--- src/rtl/ttrc_pkg.sv ---
// shared types and constants for the three-term recurrence checksum
`timescale 1ns / 1ps

package ttrc_pkg;

    localparam int TERM_W  = 16;
    localparam int BYTE_W  = 8;
    localparam int COEF_W  = BYTE_W + 1;
    localparam int PROD_W  = COEF_W + TERM_W;

    typedef logic [TERM_W-1:0] t_term;
    typedef logic [BYTE_W-1:0] t_byte;

    localparam t_byte ALPHA_STEP   = 8'd17;
    localparam t_byte BETA_STEP    = 8'd31;
    localparam t_term FIRST_OFFSET = 16'd7;
    localparam t_term FIRST_PREV   = 16'd1;
    localparam t_term MOD_ALL_ONES = 16'hFFFF;

    typedef struct packed {
        t_byte data;
        t_byte pos;
        t_term cur;
        t_term prev;
    } t_step_in;

endpackage

--- src/rtl/ttrc_term_step.sv ---
// one step of the recurrence: new term from byte, position and the two terms
`timescale 1ns / 1ps

module ttrc_term_step
    import ttrc_pkg::*;
(
    input  t_step_in i_step,
    output t_term    o_next
);

    t_byte              alpha;
    t_byte              beta;
    logic [COEF_W-1:0]  coef;
    logic [PROD_W-1:0]  prod_a;
    logic [PROD_W-2:0]  prod_b;
    logic [PROD_W-1:0]  prod_b_ext;
    logic               a_ge_b;
    logic [PROD_W-1:0]  mag;
    logic [TERM_W:0]    fold1;
    t_term              fold2;
    t_term              red;

    // coefficients only need the low byte of the product
    assign alpha = 8'(i_step.pos * ALPHA_STEP);
    assign beta  = 8'(i_step.pos * BETA_STEP);
    assign coef  = {1'b0, i_step.data} + {1'b0, alpha};

    assign prod_a     = {{TERM_W{1'b0}}, coef} * {{COEF_W{1'b0}}, i_step.cur};
    assign prod_b     = {{TERM_W{1'b0}}, beta} * {{BYTE_W{1'b0}}, i_step.prev};
    assign prod_b_ext = {1'b0, prod_b};

    assign a_ge_b = (prod_a >= prod_b_ext);
    assign mag    = a_ge_b ? (prod_a - prod_b_ext) : (prod_b_ext - prod_a);

    // 2^16 == 1 mod 65535, so fold the high part onto the low half
    assign fold1 = {{(2*TERM_W+1-PROD_W){1'b0}}, mag[PROD_W-1:TERM_W]}
                 + {1'b0, mag[TERM_W-1:0]};
    assign fold2 = {{(TERM_W-1){1'b0}}, fold1[TERM_W]} + fold1[TERM_W-1:0];
    assign red   = (fold2 == MOD_ALL_ONES) ? '0 : fold2;

    // negative difference wraps as 64-bit unsigned: result is (1 - red) mod 65535
    always_comb begin
        if (a_ge_b) begin
            o_next = red;
        end else if (red <= FIRST_PREV) begin
            o_next = FIRST_PREV - red;
        end else begin
            o_next = t_term'(0) - red;
        end
    end

endmodule

--- src/rtl/three_term_recurrence_checksum.sv ---
// top level: byte stream in, one 16-bit checksum out per message
//
// input channel: i_in_valid / o_in_ready carry one message byte per beat,
// with i_last_byte marking the final byte of a message.
// output channel: o_out_valid / i_out_ready carry one checksum per message,
// taken into the result register on the final byte's beat.
// the whole recurrence step (two small multiplies and a mod-65535 fold)
// sits between term and result registers, so one byte is taken each cycle
// o_in_ready is high; a checksum appears in the cycle after its last byte.
// the result register parts the two channels: a byte is taken in any cycle
// in which no checksum is held or the receiver takes the held one;
// o_in_ready drops whenever a checksum is held and the receiver stalls.
// reset (i_rst_n low, synchronous) clears the terms, the position and the
// output valid; the next byte then starts a new message.
`timescale 1ns / 1ps

module three_term_recurrence_checksum
    import ttrc_pkg::*;
(
    input  logic  i_clk,
    input  logic  i_rst_n,
    input  logic  i_in_valid,
    output logic  o_in_ready,
    input  t_byte i_data_byte,
    input  logic  i_last_byte,
    output logic  o_out_valid,
    input  logic  i_out_ready,
    output t_term o_checksum
);

    t_term    r_cur, n_cur;
    t_term    r_prev, n_prev;
    t_byte    r_pos, n_pos;
    logic     r_in_msg, n_in_msg;
    logic     r_out_valid, n_out_valid;
    t_term    r_checksum, n_checksum;
    t_step_in step_in;
    t_term    step_next;
    t_term    new_cur;
    logic     in_acc;

    assign o_in_ready = !r_out_valid || i_out_ready;
    assign in_acc     = i_in_valid && o_in_ready;

    assign step_in = '{data: i_data_byte, pos: r_pos, cur: r_cur, prev: r_prev};

    ttrc_term_step u_step (
        .i_step (step_in),
        .o_next (step_next)
    );

    assign new_cur = r_in_msg ? step_next : ({{(TERM_W-BYTE_W){1'b0}}, i_data_byte}
                                             + FIRST_OFFSET);

    always_comb begin
        n_cur       = r_cur;
        n_prev      = r_prev;
        n_pos       = r_pos;
        n_in_msg    = r_in_msg;
        n_checksum  = r_checksum;
        n_out_valid = r_out_valid && !i_out_ready;
        if (in_acc) begin
            if (i_last_byte) begin
                // message done: back to the idle state
                n_cur       = '0;
                n_prev      = '0;
                n_pos       = '0;
                n_in_msg    = 1'b0;
                n_checksum  = new_cur;
                n_out_valid = 1'b1;
            end else begin
                n_cur    = new_cur;
                n_prev   = r_in_msg ? r_cur : FIRST_PREV;
                n_pos    = r_pos + 8'd1;
                n_in_msg = 1'b1;
            end
        end
    end

    always_ff @(posedge i_clk) begin
        if (!i_rst_n) begin
            r_cur       <= '0;
            r_prev      <= '0;
            r_pos       <= '0;
            r_in_msg    <= 1'b0;
            r_out_valid <= 1'b0;
        end else begin
            r_cur       <= n_cur;
            r_prev      <= n_prev;
            r_pos       <= n_pos;
            r_in_msg    <= n_in_msg;
            r_out_valid <= n_out_valid;
        end
    end

    always_ff @(posedge i_clk) begin
        r_checksum <= n_checksum;
    end

    assign o_out_valid = r_out_valid;
    assign o_checksum  = r_checksum;

    a_last_ends_msg: assert property (@(posedge i_clk) disable iff (!i_rst_n)
        (in_acc && i_last_byte) |=> (!r_in_msg && r_pos == '0 && o_out_valid))
        else $error("last beat did not close the message");

    a_mid_keeps_msg: assert property (@(posedge i_clk) disable iff (!i_rst_n)
        (in_acc && !i_last_byte) |=> (r_in_msg && r_pos == $past(r_pos) + 8'd1))
        else $error("message state lost on a middle beat");

    a_idle_pos_zero: assert property (@(posedge i_clk) disable iff (!i_rst_n)
        !r_in_msg |-> (r_pos == '0 && r_cur == '0))
        else $error("idle state not clean");

    a_term_in_range: assert property (@(posedge i_clk) disable iff (!i_rst_n)
        (r_in_msg |-> r_cur != MOD_ALL_ONES) and (o_out_valid |-> o_checksum != MOD_ALL_ONES))
        else $error("term out of mod 65535 range");

    a_no_overwrite: assert property (@(posedge i_clk) disable iff (!i_rst_n)
        (o_out_valid && !i_out_ready) |-> !o_in_ready)
        else $error("held checksum could be overwritten");

endmodule

--- config.mk ---
export PLATFORM = sky130hd
export DESIGN_NAME = three_term_recurrence_checksum
export DESIGN_NICKNAME = d
export VERILOG_FILES = /design/src/rtl/ttrc_pkg.sv /design/src/rtl/ttrc_term_step.sv /design/src/rtl/three_term_recurrence_checksum.sv
export SDC_FILE = /design/constraint.sdc
export NUM_CORES = 1
export LEC_CHECK = 0
export ABC_AREA = 0
export BUFFER_PORTS_ARGS = -buffer_cell sky130_fd_sc_hd__buf_2
export CELL_PAD_IN_SITES_DETAIL_PLACEMENT = 0
export CELL_PAD_IN_SITES_GLOBAL_PLACEMENT = 2
export CORE_MARGIN = 8
export CORE_UTILIZATION = 30
export CTS_BUF_LIST = sky130_fd_sc_hd__clkbuf_4 sky130_fd_sc_hd__clkbuf_8
export CTS_CLUSTER_DIAMETER = 60
export DETAILED_ROUTE_END_ITERATION = 10
export GPL_TIMING_DRIVEN = 0
export PLACE_DENSITY = 0.6
export RECOVER_POWER = 50
export SYNTH_ARGS = -nofsm -noshare
export SYNTH_HDL_FRONTEND = slang
export SYNTH_SLANG_ARGS = --single-unit
--- constraint.sdc ---
create_clock -name i_clk -period 22 [get_ports i_clk]
set_clock_uncertainty 0.1 [all_clocks]
set_input_delay 3.3 -clock i_clk [delete_from_list [all_inputs] [get_ports i_clk]]
set_output_delay 3.3 -clock i_clk [all_outputs]
set_load 0.03 [all_outputs]
### After elaboration in Yosys (flattened, before gate mapping)

Cells that the tools add are included.

| word-level totals | value |
|---|---|
| bits in registers | 58 |
| bits in latches | 0 |
| RAM bits | 0 |
| memory bits (read-only) | 0 |
| output and inout bits | 18 |
| word-level logic and storage cells | 40 |
| memories | 0 |

| operators by class | value |
|---|---|
| add/subtract/negate cells | 9 |
| multiply operators | 4 |
| divide/modulo/power cells | 0 |
| $lt $le $gt $ge | 2 |
| equality and inequality tests | 1 |
| shift-type cells | 0 |
| mux-type cells | 12 |
| bitwise gates (word level) | 0 |
| reductions and logical operators | 6 |

Operators by type and width:

| operator | count |
|---|---|
| two-way mux 16 bit | 7 |
| subtractor 1 x 16 -> 16 bit, first input constant | 2 |
| >= comparator 25 x 24 -> 1 bit | 1 |
| multiplier 9 x 16 -> 25 bit | 1 |
| two-way mux 25 bit | 1 |
| subtractor 24 x 25 -> 25 bit | 1 |
| subtractor 25 x 24 -> 25 bit | 1 |
| multiplier 8 x 16 -> 24 bit | 1 |
| adder 9 x 16 -> 17 bit | 1 |
| adder 1 x 16 -> 16 bit | 1 |
| == test 16 bit, second input constant | 1 |
| less-or-equal comparator 16 x 1 -> 1 bit, second input constant | 1 |
| multiplier 8 x 5 -> 8 bit, second input constant | 2 |
| adder 8 x 3 -> 9 bit, second input constant | 1 |
| adder 8 x 8 -> 9 bit | 1 |
| adder 8 x 1 -> 8 bit, second input constant | 1 |
| two-way mux 8 bit | 1 |
| two-way mux 1 bit | 3 |
| logical AND 1 bit | 2 |
| zero test 1 bit | 2 |
| AND reduction 2 bit | 1 |
| logical OR 1 bit | 1 |

### Depth between registers and ports, before layout

| logic depth | value |
|---|---|
| depth after elaboration | 14 |
| mapped depth | 83 |

### Cells and area by module

Synthesis repeated with hierarchy kept, for this count alone.

| unflattened totals | value |
|---|---|
| cell total of the unflattened synthesis | 1,942 |
| area total of the unflattened synthesis | 16,026.6 µm² |

Modules (own cells, without submodules):

| module | times used | cells an instance | area an instance (µm²) | sequential area each (µm²) |
|---|---|---|---|---|
| ttrc_term_step | 1 | 1,701 | 13,548.0 | 0.0 |
| three_term_recurrence_checksum | 1 | 241 | 2,478.6 | 1,321.3 |

### Worst setup path after synthesis

Ideal clock, no wire load.

| timing | value |
|---|---|
| kind | input to register |
| start point | input port i_data_byte[0] |
| end point | register r_checksum[6] (netlist: o_checksum[6]) (data pin) |
| setup time | 263 ps |
| arrival time | 18,126 ps |
| slack | 3,512 ps |
| stages on the path | 73 |
| buffers on the path | 6 |
| cell sequence | ha_1 fa_1 a21o_1 a21oi_1 o21bai_1 a21oi_1 xnor2_1 clkbuf_1 nand2_1 fa_1 fa_1 fa_1 inv_1 fa_1 ha_1 a21oi_1 o21bai_1 a21oi_1 [37 not listed] nor4b_1 nand2_1 a211oi_1 a211oi_1 xor2_1 or4_4 nor4_1 nand3_1 clkbuf_1 nand2_1 ha_1 buf_4 a21oi_1 nor4_1 o21a_1 o21ai_0 a211oi_1 o31ai_1 |

| on the way | value |
|---|---|
| longest elaborated chain between the ends | 12 |

Ends and longest elaborated chain:

| element | line | RTL |
|---|---|---|
| start, declared | three_term_recurrence_checksum.sv:24 | `input t_byte i_data_byte,` |
| adder 8 x 8 -> 9 bit | ttrc_term_step.sv:26 | `assign coef = {1'b0, i_step.data} + {1'b0, alpha};` |
| multiplier 9 x 16 -> 25 bit | ttrc_term_step.sv:28 | `assign prod_a = {{TERM_W{1'b0}}, coef} * {{COEF_W{1'b0}}, i_step.cur};` |
| subtractor 24 x 25 -> 25 bit (tied with other cells) | ttrc_term_step.sv:33 | `assign mag = a_ge_b ? (prod_a - prod_b_ext) : (prod_b_ext - prod_a);` |
| two-way mux 25 bit | ttrc_term_step.sv:33 |  |
| adder 9 x 16 -> 17 bit | ttrc_term_step.sv:37 | `+ {1'b0, mag[TERM_W-1:0]};` |
| adder 1 x 16 -> 16 bit | ttrc_term_step.sv:38 | `assign fold2 = {{(TERM_W-1){1'b0}}, fold1[TERM_W]} + fold1[TERM_W-1:0];` |
| == test 16 bit | ttrc_term_step.sv:39 | `assign red = (fold2 == MOD_ALL_ONES) ? '0 : fold2;` |
| two-way mux 16 bit | ttrc_term_step.sv:39 |  |
| subtractor 1 x 16 -> 16 bit (tied with other cells) | ttrc_term_step.sv:48 | `o_next = t_term'(0) - red;` |
| two-way mux 16 bit | ttrc_term_step.sv:45 | `end else if (red <= FIRST_PREV) begin` |
| two-way mux 16 bit | ttrc_term_step.sv:43 | `if (a_ge_b) begin` |
| two-way mux 16 bit * | three_term_recurrence_checksum.sv:52 | `assign new_cur = r_in_msg ? step_next : ({{(TERM_W-BYTE_W){1'b0}}, i_data_byte}` |
| named net new_cur[6] | three_term_recurrence_checksum.sv:39 | `t_term new_cur;` |
| end signal, assigned | three_term_recurrence_checksum.sv:97 | `r_checksum <= n_checksum;` |
| end, declared | three_term_recurrence_checksum.sv:36 | `t_term r_checksum, n_checksum;` |

Mark *: on every way through the listed nets, which the timed path passes. The rest lies on a longest branch.
A chain may end at the register's enable or synchronous reset.

### Final worst setup path

| timing | value |
|---|---|
| start point | input port i_data_byte[0] |
| end point | register r_checksum[7] (netlist: o_checksum[7]) (data pin) |

Same word-level chain as after synthesis.

==> impl_metrics.env <==
export IMPL_status="complete, no violations"
export IMPL_synth_adder_area_share=0.376
export IMPL_synth_top_family_by_area="adder cells"
export IMPL_row_count=85
export IMPL_fp_dieArea_um2=62000
export IMPL_ctsHoldBuffers=0
export IMPL_post_route_util=0.328
export IMPL_yosys_area_share_simple=0.195
export IMPL_synth_edf_count=16
export IMPL_fmax_mhz=48.4
export IMPL_vias=13900
export IMPL_worstSkewPairLatency_ps=380
export IMPL_wl_per_cell_um=21.4
export IMPL_wirelength_mm=58.0
export IMPL_dr_first_iter_drc_count=734
export IMPL_area_growth_pct=8.10
export IMPL_seq_area_um2=1320
export IMPL_crit_buf_inv=10
export IMPL_fill_cells=5733
export IMPL_min_path_type="reg2reg"
export IMPL_cp_start_kind="primary input"
export IMPL_start_util=0.303
export IMPL_ys_warn_count=0
export IMPL_synth_avg_cell_area_um2=8.27
export IMPL_tritoncts="built"
export IMPL_slew_headroom=0.334
export IMPL_synth_xor_area_frac=0.0733
export IMPL_drtPass1Iterations=5
export IMPL_max_stage_delay_ps=670
export IMPL_grt_pass1_wl_mm=88.8
export IMPL_critical_path_arrival_ps=20670
export IMPL_finalHoldViolCount=0
export IMPL_tightest_slew_ps=992
export IMPL_clock_sinks=58
export IMPL_die_x_um=249
export IMPL_grt_usage=0.185
export IMPL_grt_ovfl_total=0
export IMPL_synth_fp_nets=2353
export IMPL_synth_compound_area_frac=0.173
export IMPL_grt_pass1_vias=14400
export IMPL_cts_buffer_depth=2
export IMPL_antenna_cells=0
export IMPL_synthArstFlopShare=0
export IMPL_multiInputGateArea_um2=13500
export IMPL_crit_fanout=15
export IMPL_timing_final_crit_share=0.940
export IMPL_drv_slew=0
export IMPL_muxShareOfSynthArea=0.00738
export IMPL_dpl_hpwl_mm=49.0
export IMPL_cts_buffers=9
export IMPL_gp_congestion=0.844
export IMPL_io_buffers=29
export IMPL_synth_seq_cells=58
export IMPL_worstSetupEndpointType="flip-flop"
export IMPL_syn_area_um2=16300
export IMPL_tns_ps=0
export IMPL_ys_flop_type="dfxtp_1"
export IMPL_synth_cell_types=95
export IMPL_drive_above_1_share=0.0560
export IMPL_htreeDepth=3
export IMPL_crit_type="in2reg"
export IMPL_syn_inst=1969
export IMPL_ant_nets=0
export IMPL_antenna_found_initial=1
export IMPL_fin_nets=2398
export IMPL_viasPerCell=5.12
export IMPL_core_area_um2=53700
export IMPL_setup_viol=0
export IMPL_drc=0
export IMPL_critPathTopFamily="compound AO/OA/AOI/OAI gates"
export IMPL_cts_root_buf="clkbuf_8"
export IMPL_die_h_um=249
export IMPL_synth_seq_area_share=0.0812
export IMPL_grt_max_degree=17
export IMPL_layout_min_cycle_time_ps=20670
export IMPL_grt_setup_unrepaired="false"
export IMPL_clk_pin_slew_ps=70
export IMPL_pin_count=31
export IMPL_crit_slowest_cell="xor2_1"
export IMPL_cap_viol_max_count=0
export IMPL_crit_required_ps=22000
## synthesized netlist by cell type, types with 5 or more instances
master    count  share of area
buf_4         5         0.0023
o21ai_0      55          0.017
inv_1       302          0.070
mux2i_1      12         0.0074
o21bai_1     39          0.018
o211ai_1      8         0.0037
clkbuf_1     57          0.013
and3_1       13         0.0050
or3_1        12         0.0046
buf_2         7         0.0022
nor4b_1       5         0.0027
nor4_1        5         0.0019
xnor2_1      84          0.045
dfxtp_1      42          0.052
o21a_1       11         0.0051
nor3_1       22         0.0068
nand2_1     195          0.045
o31ai_1       7         0.0032
a21oi_1     108          0.033
o31a_1        7         0.0038
a31oi_1      12         0.0046
ha_1        174           0.13
o21ai_1       6         0.0018
buf_6         5         0.0035
nand2b_1     19         0.0073
a221o_1       9         0.0055
a211o_1       5         0.0027
fa_1        197           0.24
nand4_1      21         0.0081
a211oi_1     17         0.0078
nand3_1      30         0.0092
or2_2         5         0.0019
a21o_1       45          0.021
and2_1      137          0.053
a22oi_1      19         0.0088
nor2_1       71          0.016
edfxtp_1     16          0.030
xor2_1       43          0.023
nor2b_1      38          0.015
## final timing paths
kind                   from            end  slack, ps  cells past startpoint
max          i_data_byte[0]  o_checksum[7]       1330                     76
min                r_pos[7]       r_pos[7]        430                      2
max reg2reg        r_pos[2]  o_checksum[7]       2410                     76
min reg2reg        r_pos[7]       r_pos[7]        430                      2
## tightest hold or removal path, stage by stage, from the launching register on
cell	delay, ps
dfxtp_1	350
o21ai_0	80
a21oi_1	60
## cell usage in the layout (no fill, tap or decap), drive strengths merged, types with 19 or more instances in the layout
master,count
buf,37
fa,197
nand2,195
nand3,33
nand2b,19
ha,174
o21bai,39
a22oi,20
nor2,71
dfxtp,42
a21oi,109
nor2b,38
nand4,21
o21ai,62
and2,138
xnor2,85
nor3,26
xor2,44
a21o,49
inv,303
clkbuf,87
## cell type report
| type | instances | area share |
|---|---|---|
| Multi-Input combinational cell | 1527 | 0.767 |
| Sequential cell | 58 | 0.0751 |
| Inverter | 303 | 0.0646 |
| Tap cell | 696 | 0.0495 |
| Buffer | 80 | 0.0231 |
| Timing Repair Buffer | 35 | 0.00960 |
| Clock buffer | 9 | 0.00704 |
| Clock inverter | 7 | 0.00448 |
## registers in the layout (all words and copies together) (netlist names)
signal and count:
r_pos 8, o_out_valid 1, o_checksum 16, r_prev 16
r_cur 16, r_in_msg 1
## cells by family (layout without fill, tap and decap cells)
kind of cell    after synthesis  after routing
compound gates              411            411
mux                          12             12
fa+ha+maj                   371            371
simple gates                602            602
flops                        58             58
buf+inv                     384            434
xor+xnor                    131            131
## repair_timing
action | 4_1_cts | 5_1_grt
setup buffers | 0 | 6
pin swaps | 0 | 3
gates resized for setup | 4 | 20
endpoints found under the setup margin | 12 | 32
## metal layers
metal  global-route usage  vias up  wire length [um]
met3               0.0138       41              1830
met1                0.252     6961             27200
met4               0.0377        0              1110
li1                     -     6616                 -
met5                    0        -                 0
met2                0.318      292             27800
## metrics by stage
step | area, um^2 | setup slack, ps | hold slack [ps] | cells
4_1_cts | 17500 | 7.65 | 434 | 2710
3_5_place_dp | 17300 | -756 | 427 | 2694
2_1_floorplan | 16300 | 3510 | 386 | 1969
3_3_place_gp | 17300 | -735 | 425 | 2694
5_1_grt | 17600 | 71.4 | 457 | 2715
6_report | 17600 | 1330 | 434 | 2715
Power is not shown: default switching activity piles up to over one toggle a cycle in this logic, so the estimate is an artifact.
